===== src/sv/hup_pkg.sv =====
// ----------------------------------------------------------------------------
// hup_pkg: shared definitions of the hex card-number frame parser
// Frame symbols, window geometry, the per-cell status record and the
// ASCII hex digit decoder used by every cell of the byte window.
// ----------------------------------------------------------------------------
`default_nettype none

package hup_pkg;

    localparam int unsigned HELD_LEN   = 11;
    localparam int unsigned FILL_W     = 4;
    localparam int unsigned DIGITS     = 8;
    localparam int unsigned UID_W      = 32;
    localparam int unsigned COUNT_W    = 32;

    localparam logic [7:0] SYM_START = 8'h02;
    localparam logic [7:0] SYM_END   = 8'h03;
    localparam logic [7:0] SYM_CR    = 8'h0D;
    localparam logic [7:0] SYM_LF    = 8'h0A;

    // Kind of an input item, carried on the slave-side tuser.
    localparam logic ACT_BYTE  = 1'b0;
    localparam logic ACT_FLUSH = 1'b1;

    localparam logic [FILL_W-1:0] FILL_FULL = FILL_W'(HELD_LEN);

    // Status of the byte held in one cell of the window.
    typedef struct packed {
        logic       is_start;
        logic       is_cr;
        logic       is_lf;
        logic       hex_ok;
        logic [3:0] nibble;
    } t_cell_info;

    // Decodes an ASCII hex digit; bit 4 is set when the byte is one.
    function automatic logic [4:0] nibble_of(input logic [7:0] c);
        logic [4:0] res;
        res = 5'd0;
        if (c >= 8'h30 && c <= 8'h39) begin
            res = {1'b1, 4'(c - 8'h30)};
        end else if (c >= 8'h41 && c <= 8'h46) begin
            res = {1'b1, 4'(c - 8'h37)};
        end else if (c >= 8'h61 && c <= 8'h66) begin
            res = {1'b1, 4'(c - 8'h57)};
        end
        return res;
    endfunction

endpackage

`default_nettype wire


===== src/sv/hup_cell.sv =====
// ----------------------------------------------------------------------------
// hup_cell: one byte position of the sliding window
// Holds a byte, hands it on to the older neighbour on every shift and
// reports what kind of symbol it holds.
// ----------------------------------------------------------------------------
`default_nettype none

module hup_cell (
    input  wire logic             i_clk,
    input  wire logic             i_shift_en,
    input  wire logic [7:0]       i_byte,
    output logic      [7:0]       o_byte,
    output hup_pkg::t_cell_info   o_info
);

    logic [7:0] r_byte;
    logic [4:0] nib;

    always_ff @(posedge i_clk) begin
        if (i_shift_en) begin
            r_byte <= i_byte;
        end
    end

    assign nib    = hup_pkg::nibble_of(r_byte);
    assign o_byte = r_byte;

    always_comb begin
        o_info.is_start = (r_byte == hup_pkg::SYM_START);
        o_info.is_cr    = (r_byte == hup_pkg::SYM_CR);
        o_info.is_lf    = (r_byte == hup_pkg::SYM_LF);
        o_info.hex_ok   = nib[4];
        o_info.nibble   = nib[3:0];
    end

endmodule

`default_nettype wire


===== src/sv/hex_uid_frame_parser_core.sv =====
// ----------------------------------------------------------------------------
// hex_uid_frame_parser_core: card-number frame parser
// Watches a stream of received bytes for a twelve-byte frame made of
// STX, eight ASCII hex digits, CR, LF, ETX and reports the card number.
// ----------------------------------------------------------------------------
// Usage.
// The slave channel takes one item per handshake: tdata carries the received
// byte and tuser says whether the item is a byte (0) or a flush (1), which
// empties the window after a pause on the line. The master channel gives one
// item for every complete, well-formed frame: the card number in the low word
// and the running read count, including this frame, in the high word.
// The window is a row of eleven byte cells that shift towards the oldest end
// on each received byte; the frame is checked against the cells and the
// incoming byte in the same cycle, so a result item appears on the master
// side in the cycle after the ETX is accepted. One item is accepted every
// cycle, limited only by the output register: while a result waits, a new
// item is still taken if the receiver takes the waiting one in that cycle.
// After reset the window is empty, the read count is zero and no result is
// pending. When the receiver stalls with a result pending, the slave side
// stops accepting until the result has been taken.
// ----------------------------------------------------------------------------
`default_nettype none

module hex_uid_frame_parser_core (
    input  wire logic        i_clk,
    input  wire logic        i_rst_n,
    // Received items.
    input  wire logic        s_axis_tvalid,
    output logic             s_axis_tready,
    input  wire logic [7:0]  s_axis_tdata,   // [7:0] rx_byte
    input  wire logic        s_axis_tuser,   // [0] action (1 = flush)
    // Result items.
    output logic             m_axis_tvalid,
    input  wire logic        m_axis_tready,
    output logic      [63:0] m_axis_tdata    // [31:0] card_uid, [63:32] read_count
);

    localparam int unsigned N = hup_pkg::HELD_LEN;

    // Cell row: index 0 holds the oldest byte, the new byte enters at N-1.
    logic [7:0]          cell_in   [N];
    logic [7:0]          cell_out  [N];
    hup_pkg::t_cell_info cell_info [N];

    logic in_acc;
    logic is_flush;
    logic shift_en;
    logic digits_ok;
    logic frame_hit;
    logic [hup_pkg::UID_W-1:0] uid;

    logic [hup_pkg::FILL_W-1:0]  r_fill,  n_fill;
    logic [hup_pkg::COUNT_W-1:0] r_count, n_count;
    logic                        r_out_valid, n_out_valid;
    logic [hup_pkg::UID_W-1:0]   r_out_uid;
    logic [hup_pkg::COUNT_W-1:0] r_out_count;

    assign s_axis_tready = !r_out_valid || m_axis_tready;
    assign in_acc        = s_axis_tvalid && s_axis_tready;
    assign is_flush      = (s_axis_tuser == hup_pkg::ACT_FLUSH);
    // The row shifts on every received byte; after a hit the fill count
    // drops to zero, so the shifted contents are never checked again.
    assign shift_en      = in_acc && !is_flush;

    for (genvar g = 0; g < N; g++) begin : g_cell
        if (g == N - 1) begin : g_head
            assign cell_in[g] = s_axis_tdata;
        end else begin : g_body
            assign cell_in[g] = cell_out[g+1];
        end
        hup_cell u_cell (
            .i_clk      (i_clk),
            .i_shift_en (shift_en),
            .i_byte     (cell_in[g]),
            .o_byte     (cell_out[g]),
            .o_info     (cell_info[g])
        );
    end

    // The eight digit cells sit between the STX cell and the CR cell; the
    // first digit received is the most significant nibble.
    always_comb begin
        digits_ok = 1'b1;
        uid       = '0;
        for (int k = 0; k < hup_pkg::DIGITS; k++) begin
            digits_ok = digits_ok && cell_info[k+1].hex_ok;
            uid[(hup_pkg::DIGITS-1-k)*4 +: 4] = cell_info[k+1].nibble;
        end
    end

    // A frame is only checked once eleven bytes are held, so that cells
    // still carrying stale bytes never take part.
    assign frame_hit = shift_en && (r_fill == hup_pkg::FILL_FULL)
                       && cell_info[0].is_start && digits_ok
                       && cell_info[N-2].is_cr && cell_info[N-1].is_lf
                       && (s_axis_tdata == hup_pkg::SYM_END);

    always_comb begin
        n_fill      = r_fill;
        n_count     = r_count;
        n_out_valid = r_out_valid && !m_axis_tready;
        if (in_acc) begin
            if (is_flush || frame_hit) begin
                n_fill = '0;
            end else if (r_fill != hup_pkg::FILL_FULL) begin
                n_fill = r_fill + 1'b1;
            end
        end
        if (frame_hit) begin
            n_count     = r_count + 1'b1;
            n_out_valid = 1'b1;
        end
    end

    always_ff @(posedge i_clk) begin
        if (!i_rst_n) begin
            r_fill      <= '0;
            r_count     <= '0;
            r_out_valid <= 1'b0;
        end else begin
            r_fill      <= n_fill;
            r_count     <= n_count;
            r_out_valid <= n_out_valid;
        end
    end

    always_ff @(posedge i_clk) begin
        if (frame_hit) begin
            r_out_uid   <= uid;
            r_out_count <= n_count;
        end
    end

    assign m_axis_tvalid = r_out_valid;
    assign m_axis_tdata  = {r_out_count, r_out_uid};

`ifndef SYNTHESIS
    a_fill_range: assert property (@(posedge i_clk) disable iff (!i_rst_n)
        r_fill <= hup_pkg::FILL_FULL)
        else $error("window fill count beyond eleven");

    a_flush_empties: assert property (@(posedge i_clk) disable iff (!i_rst_n)
        (in_acc && is_flush) |=> (r_fill == '0))
        else $error("flush did not empty the window");

    a_hit_result: assert property (@(posedge i_clk) disable iff (!i_rst_n)
        frame_hit |=> (r_out_valid && r_fill == '0 && r_out_count == r_count))
        else $error("frame hit did not produce a result");

    a_count_match: assert property (@(posedge i_clk) disable iff (!i_rst_n)
        r_out_valid |-> (r_out_count == r_count))
        else $error("pending read count differs from frame counter");
`endif

endmodule

`default_nettype wire


===== config.mk =====
export PLATFORM = sky130hd
export DESIGN_NAME = hex_uid_frame_parser_core
export DESIGN_NICKNAME = d
export VERILOG_FILES = /design/src/sv/hup_pkg.sv /design/src/sv/hup_cell.sv /design/src/sv/hex_uid_frame_parser_core.sv
export SDC_FILE = /design/constraint.sdc
export NUM_CORES = 1
export LEC_CHECK = 0
export ABC_CLOCK_PERIOD_IN_PS = 8800
export BUFFER_PORTS_ARGS = -buffer_cell sky130_fd_sc_hd__buf_2
export CAP_MARGIN = 20
export CORE_MARGIN = 2
export CORE_UTILIZATION = 30
export CTS_BUF_LIST = sky130_fd_sc_hd__clkbuf_4 sky130_fd_sc_hd__clkbuf_8
export CTS_CLUSTER_DIAMETER = 40
export DETAILED_ROUTE_END_ITERATION = 8
export GPL_ROUTABILITY_DRIVEN = 1
export HOLD_SLACK_MARGIN = 0.06
export SETUP_SLACK_MARGIN = 0.5
export SLEW_MARGIN = 5
export SYNTH_ARGS = -nofsm -noshare
export SYNTH_HDL_FRONTEND = slang
export SYNTH_HIERARCHICAL = 1
export SYNTH_SLANG_ARGS = --single-unit

===== constraint.sdc =====
create_clock -name i_clk -period 8.8 [get_ports i_clk]
set_clock_uncertainty 0.05 [all_clocks]
set_input_delay 1.32 -clock i_clk [delete_from_list [all_inputs] [get_ports i_clk]]
set_output_delay 1.32 -clock i_clk [all_outputs]
set_load 0.02 [all_outputs]

==> reports/summary.json, run 1 <==
{
  "firstDrtPassIters": {"value": 4},
  "post_cts_hold_buffer_count": {"value": 0},
  "place_congestion": {"value": 0.707},
  "comb_power_share": {"value": 0.027},
  "number_of_clock_buffers_inserted_by_tritoncts": {"value": 17},
  "layout_commonest_cell": {"value": "sky130_fd_sc_hd__edfxtp_1"},
  "tns": {"value": 0, "unit": "ns"},
  "vdd_drop_max": {"value": 0.0813, "unit": "mV"},
  "crit_required": {"value": 9.14, "unit": "ns"},
  "yosys_warnings": {"value": 6},
  "worst_ep_arrival_time": {"value": 4.19, "unit": "ns"},
  "max_freq": {"value": 260, "unit": "MHz"},
  "grt.overflow.total": {"value": 0},
  "insertion_delay": {"value": 0.46, "unit": "ns"},
  "mappedNetlistNets": {"value": 615},
  "diode_count": {"value": 0},
  "global_route_wire_length_before_repair": {"value": 25000, "unit": "µm"},
  "rsz_0062_raised_after_global_routing": {"value": "false"},
  "cts_root_buffer_type": {"value": "sky130_fd_sc_hd__clkbuf_8"},
  "total_switching_power": {"value": 374, "unit": "µW"},
  "power.density": {"value": 169, "unit": "nW/µm²"},
  "post_cts_resized": {"value": 0},
  "seqCellArea": {"value": 5310, "unit": "µm²"},
  "worst-setup-path-type": {"value": "flop to flop"},
  "detail_route.wl_per_cell": {"value": 15.3, "unit": "µm"},
  "antenna_left": {"value": 0},
  "dr.first_iter.drc_count": {"value": 296},
  "timing.final.setup_violations": {"value": 0},
  "io-pin-count": {"value": 79},
  "min_path_type": {"value": "flop to flop"},
  "cts-htree-levels": {"value": 4},
  "drive_gt1_frac": {"value": 0.247},
  "power.sequential.fraction": {"value": 0.627},
  "layout.nets": {"value": 708},
  "die-height": {"value": 169, "unit": "µm"},
  "die_x": {"value": 169, "unit": "µm"},
  "finalHoldViolCount": {"value": 0},
  "number_of_vias_after_detailed_routing": {"value": 4951},
  "syn_to_final_growth": {"value": 14.8, "unit": "%"},
  "count_of_maximum_capacitance_violations": {"value": 0},
  "detail_route.wirelength": {"value": 15600, "unit": "µm"},
  "clk_pin_slew_worst_paths": {"value": 0.10, "unit": "ns"},
  "initial_utilization": {"value": 0.304},
  "worstSetupStartpointType": {"value": "flop"},
  "floorplan.core_area": {"value": 26800, "unit": "µm²"},
  "post-route-drc-count": {"value": 0},
  "fillerInstances": {"value": 2581},
  "postSynthCellCount": {"value": 573},
  "clock-sinks": {"value": 189},
  "power.switching_fraction": {"value": 0.236},
  "synthesis.area": {"value": 8150, "unit": "µm²"},
  "route.detailed.vias_per_inst": {"value": 4.85},
  "p_int": {"value": 1.21, "unit": "mW"},
  "placement.io_buffers": {"value": 78},
  "placement_rows": {"value": 60},
  "initial_antenna_violation_count": {"value": 0},
  "pwr-share-clk": {"value": 0.346},
  "setup.worst_path.end_class": {"value": "flop"},
  "tritoncts": {"value": "built"},
  "fin_worst_hold_slack": {"value": 0.392, "unit": "ns"},
  "timing.slew.headroom": {"value": 0.388},
  "dp.final_hpwl": {"value": 10600, "unit": "µm"},
  "timing_max_transition_violations_final": {"value": 0},
  "layout_common_cells": {"value": "sky130_fd_sc_hd__edfxtp_1, sky130_fd_sc_hd__buf_2, sky130_fd_sc_hd__nand2_1"},
  "synthesis.area_per_instance": {"value": 14.2, "unit": "µm²"},
  "run_status": {"value": "completed"},
  "first_global_vias": {"value": 4819},
  "worst_slew_pin_slew": {"value": 0.918, "unit": "ns"},
  "cp_max_fo": {"value": 18},
  "cts_buffer_depth": {"value": 2},
  "fp.dieArea": {"value": 28500, "unit": "µm²"},
  "post_cts.repair.setup_buffers": {"value": 0},
  "grt_max_degree": {"value": 96},
  "multi_input_area": {"value": 2680, "unit": "µm²"},
  "power.leakage": {"value": 3.44, "unit": "nW"},
  "grtUsageTotal": {"value": 0.113},
  "period_share": {"value": 0.437},
  "utilization": {"value": 0.349},
  "fin_crit": {"value": 3.85, "unit": "ns"}
}
-- final timing paths --
check / start / end / slack (ns) / cells past startpoint
max: g_cell[2].u_cell/o_byte[1] / r_count[21] / 4.95 / 10
min: g_cell[10].u_cell/o_byte[3] / g_cell[9].u_cell/o_byte[3] / 0.39 / 0
max reg2reg: g_cell[2].u_cell/o_byte[1] / r_count[21] / 4.95 / 10
min reg2reg: g_cell[10].u_cell/o_byte[3] / g_cell[9].u_cell/o_byte[3] / 0.39 / 0
-- registers in the layout (all words and copies together) (netlist names) --
register / count
g_cell.u_cell/o_byte: 88
m_axis_tvalid: 1
r_count: 32
r_fill: 4
r_out_count: 32
r_out_uid: 32
-- worst max-delay path, stage by stage (launching register included) --
cell and delay (ns):
sky130_fd_sc_hd__edfxtp_1 0.50, sky130_fd_sc_hd__inv_1 0.12, sky130_fd_sc_hd__ha_1 0.17, sky130_fd_sc_hd__o21bai_1 0.11, sky130_fd_sc_hd__a2111oi_2 0.62, sky130_fd_sc_hd__or2_2 0.27
sky130_fd_sc_hd__nand4b_1 0.16, sky130_fd_sc_hd__nor4_4 0.37, sky130_fd_sc_hd__nand4_1 0.64, sky130_fd_sc_hd__or3_1 0.61, sky130_fd_sc_hd__a21oi_1 0.16
-- per-stage QoR --
step | worst slack, ns | cells | instance area (µm²) | total power [mW]
global placement | 4.27 | 987 | 8950 | 1.05
finish | 4.95 | 1020 | 9350 | 1.58
global route | 4.48 | 1020 | 9350 | 1.65
floorplan | 4.31 | 573 | 8150 | 1.04
detailed placement | 4.17 | 987 | 8950 | 1.05
CTS | 4.70 | 1019 | 9320 | 1.60
-- per-layer routing --
| metal | track usage | wire length [µm] | vias up | part of all wire |
|---|---|---|---|---|
| met3 | 0.0245 | 520 | 15 | 0.033 |
| met4 | 0.0405 | 189 | 0 | 0.012 |
| met2 | 0.178 | 7270 | 96 | 0.47 |
| met1 | 0.153 | 7610 | 2427 | 0.49 |
| li1 | - | - | 2413 | - |
| met5 | 0 | 0 | - | 0 |
-- final cells by class --
| cell class | instances | share of cell area |
|---|---|---|
| Sequential cell | 189 | 0.567 |
| Inverter | 34 | 0.0137 |
| Clock buffer | 19 | 0.0266 |
| Tap cell | 341 | 0.0456 |
| Multi-Input combinational cell | 343 | 0.287 |
| Timing Repair Buffer | 81 | 0.0463 |
| Clock inverter | 13 | 0.0134 |
-- power by group through the flow --
stage | registers (mW) | logic [mW] | clock network, mW
after floorplan | 1.01 | 0.0284 | 0
after global placement | 1.01 | 0.0407 | 0
after detailed placement | 1.01 | 0.0418 | 0
after CTS | 0.992 | 0.0420 | 0.570
after global routing | 0.994 | 0.0482 | 0.603
final | 0.991 | 0.0429 | 0.547
(Power assumes the default switching activity.)
==> inputs of run 2 (changes only) <==
--- a/config.mk
+++ b/config.mk
@@ -5,7 +5,7 @@
 export SDC_FILE = /design/constraint.sdc
 export NUM_CORES = 1
 export LEC_CHECK = 0
-export ABC_CLOCK_PERIOD_IN_PS = 8800
+export ABC_CLOCK_PERIOD_IN_PS = 3500
 export BUFFER_PORTS_ARGS = -buffer_cell sky130_fd_sc_hd__buf_2
 export CAP_MARGIN = 20
 export CORE_MARGIN = 2
==> constraint.sdc (replaced) <==
create_clock -name i_clk -period 3.5 [get_ports i_clk]
set_clock_uncertainty 0.05 [all_clocks]
set_input_delay 0.525 -clock i_clk [delete_from_list [all_inputs] [get_ports i_clk]]
set_output_delay 0.525 -clock i_clk [all_outputs]
set_load 0.02 [all_outputs]
==> run 2 against run 1 <==
Compared with the run above: die area is the same; critical path depth fell by 1; largest cell class unchanged; sequential power increased to 2.5 times the previous value; cell count is 5.3% higher; clock power increased to 2.6 times the previous value; largest power group unchanged; highest routed layer unchanged.
==> reports/summary.json, run 2 (synthesized netlist as in run 1, its figures left out) <==
{
  "run_status": {"value": "completed"},
  "initial_antenna_violation_count": {"value": 0},
  "timing.slew.headroom": {"value": 0.524},
  "diode_count": {"value": 0},
  "cts_buffer_depth": {"value": 2},
  "die_x": {"value": 169, "unit": "µm"},
  "setup_ws": {"value": 0.579, "unit": "ns"},
  "worst-setup-path-type": {"value": "flop to flop"},
  "worst_slew_pin_slew": {"value": 0.713, "unit": "ns"},
  "met3WireLength": {"value": 506, "unit": "µm"},
  "timing.final.setup_violations": {"value": 0},
  "clk_pin_slew_worst_paths": {"value": 0.10, "unit": "ns"},
  "grt_max_degree": {"value": 47},
  "tns": {"value": 0, "unit": "ns"},
  "post_cts_hold_buffer_count": {"value": 0},
  "dpl_worst_slack": {"value": 0.370, "unit": "ns"},
  "layout_common_cells": {"value": "sky130_fd_sc_hd__edfxtp_1, sky130_fd_sc_hd__buf_2, sky130_fd_sc_hd__buf_4"},
  "fin_crit": {"value": 2.92, "unit": "ns"},
  "drive_gt1_frac": {"value": 0.310},
  "detail_route.wl_per_cell": {"value": 15.2, "unit": "µm"},
  "cp_max_fo": {"value": 18},
  "worstSetupStartpointType": {"value": "flop"},
  "layout_commonest_cell": {"value": "sky130_fd_sc_hd__edfxtp_1"},
  "placement.io_buffers": {"value": 78},
  "floorplan.core_area": {"value": 26800, "unit": "µm²"},
  "cts_root_buffer_type": {"value": "sky130_fd_sc_hd__clkbuf_8"},
  "post-route-drc-count": {"value": 0},
  "grtUsageTotal": {"value": 0.116},
  "route.detailed.vias_per_inst": {"value": 4.74},
  "grt.overflow.total": {"value": 0},
  "cts-htree-levels": {"value": 4},
  "initial_utilization": {"value": 0.304},
  "min_path_type": {"value": "primary input to flop"},
  "first_global_vias": {"value": 4823},
  "met1Wirelength": {"value": 7520, "unit": "µm"},
  "place_congestion": {"value": 0.747},
  "max_freq": {"value": 342, "unit": "MHz"},
  "period_share": {"value": 0.835},
  "clock-sinks": {"value": 189},
  "rsz_0062_raised_after_global_routing": {"value": "true"},
  "utilization": {"value": 0.370},
  "detail_route.wirelength": {"value": 16300, "unit": "µm"},
  "tritoncts": {"value": "built"},
  "totalPowerFinal": {"value": 4.04, "unit": "mW"},
  "fp.dieArea": {"value": 28500, "unit": "µm²"},
  "number_of_clock_buffers_inserted_by_tritoncts": {"value": 17},
  "finalHoldViolCount": {"value": 0},
  "antenna_left": {"value": 0},
  "die-height": {"value": 169, "unit": "µm"},
  "wl_met2": {"value": 8130, "unit": "µm"},
  "placement_rows": {"value": 60},
  "crit_required": {"value": 3.78, "unit": "ns"},
  "setup.worst_path.end_class": {"value": "flop"},
  "number_of_vias_after_detailed_routing": {"value": 5088},
  "worst_ep_arrival_time": {"value": 3.20, "unit": "ns"},
  "io-pin-count": {"value": 79},
  "route.top_layer_used": {"value": "met4"},
  "layout.nets": {"value": 762},
  "power.leakage": {"value": 3.74, "unit": "nW"},
  "dp.final_hpwl": {"value": 11100, "unit": "µm"},
  "count_of_maximum_capacitance_violations": {"value": 0},
  "dr.first_iter.drc_count": {"value": 310},
  "power.density": {"value": 407, "unit": "nW/µm²"},
  "timing_max_transition_violations_final": {"value": 0},
  "vdd_drop_max": {"value": 0.224, "unit": "mV"},
  "largest_register_ffs": {"value": 88},
  "global_route_wire_length_before_repair": {"value": 25400, "unit": "µm"},
  "insertion_delay": {"value": 0.47, "unit": "ns"},
  "firstDrtPassIters": {"value": 5},
  "fin_worst_hold_slack": {"value": 0.208, "unit": "ns"},
  "syn_to_final_growth": {"value": 21.8, "unit": "%"}
}
==> run 2: changes by cell type in the layout (fill, tap and decap cells not counted), moves of 5 or more <==
cell and delta:
sky130_fd_sc_hd__a311oi_4 +8, sky130_fd_sc_hd__o21ai_0 -13, sky130_fd_sc_hd__o21ai_1 +13, sky130_fd_sc_hd__inv_8 -5, sky130_fd_sc_hd__a311oi_2 -8, sky130_fd_sc_hd__buf_4 +51
==> run 2: critical path, cell delays in order, from the launching register on <==
cell and delay, ns:
sky130_fd_sc_hd__edfxtp_1 0.44, sky130_fd_sc_hd__or4b_4 0.58, sky130_fd_sc_hd__a311oi_4 0.33, sky130_fd_sc_hd__or2_4 0.20, sky130_fd_sc_hd__nand4b_1 0.15, sky130_fd_sc_hd__nor4_4 0.22, sky130_fd_sc_hd__nand4_1 0.16, sky130_fd_sc_hd__buf_6 0.21
sky130_fd_sc_hd__or3_1 0.37, sky130_fd_sc_hd__nand2_1 0.09
==> run 2: routing by layer <==
layer	track usage	vias to the layer above
met5	0	-
li1	-	2511
met4	0.0382	0
met3	0.0278	13
met1	0.147	2488
met2	0.195	76
==> run 2: where the power goes <==
group / internal (mW) / switching (mW)
combinational: 0.0541 / 0.0828
clock: 0.617 / 0.799
sequential: 2.46 / 0.0313
total: 3.13 / 0.913
==> run 2: final timing paths <==
path | from | to | slack, ns | cells past startpoint
max | g_cell[2].u_cell/o_byte[3] | r_out_count[21] | 0.58 | 9
min | s_axis_tdata[6] | g_cell[10].u_cell/o_byte[6] | 0.21 | 1
max reg2reg | g_cell[2].u_cell/o_byte[3] | r_out_count[21] | 0.58 | 9
min reg2reg | g_cell[9].u_cell/o_byte[2] | g_cell[8].u_cell/o_byte[2] | 0.40 | 0
==> run 2: what timing repair did <==
item,in CTS,in global routing
gates resized for setup,10,24
setup buffers,17,25
hold endpoints to repair,0,0
pin swaps,7,6
endpoints found under the setup margin,99,114
==> run 2: final cells by class <==
class | count | area [µm²]
Clock inverter | 12 | 113
Fill cell | 2545 | 16900
Tap cell | 341 | 427
Clock buffer | 20 | 269
Timing Repair Buffer | 135 | 851
Multi-Input combinational cell | 343 | 2830
Inverter | 34 | 128
Sequential cell | 189 | 5310
==> run 2: through the flow <==
| step | cell area, µm² | std cells |
|---|---|---|
| floorplan | 8150 | 573 |
| global placement | 9070 | 1000 |
| detailed placement | 9070 | 1000 |
| CTS | 9660 | 1049 |
| global route | 9920 | 1074 |
| finish | 9920 | 1074 |
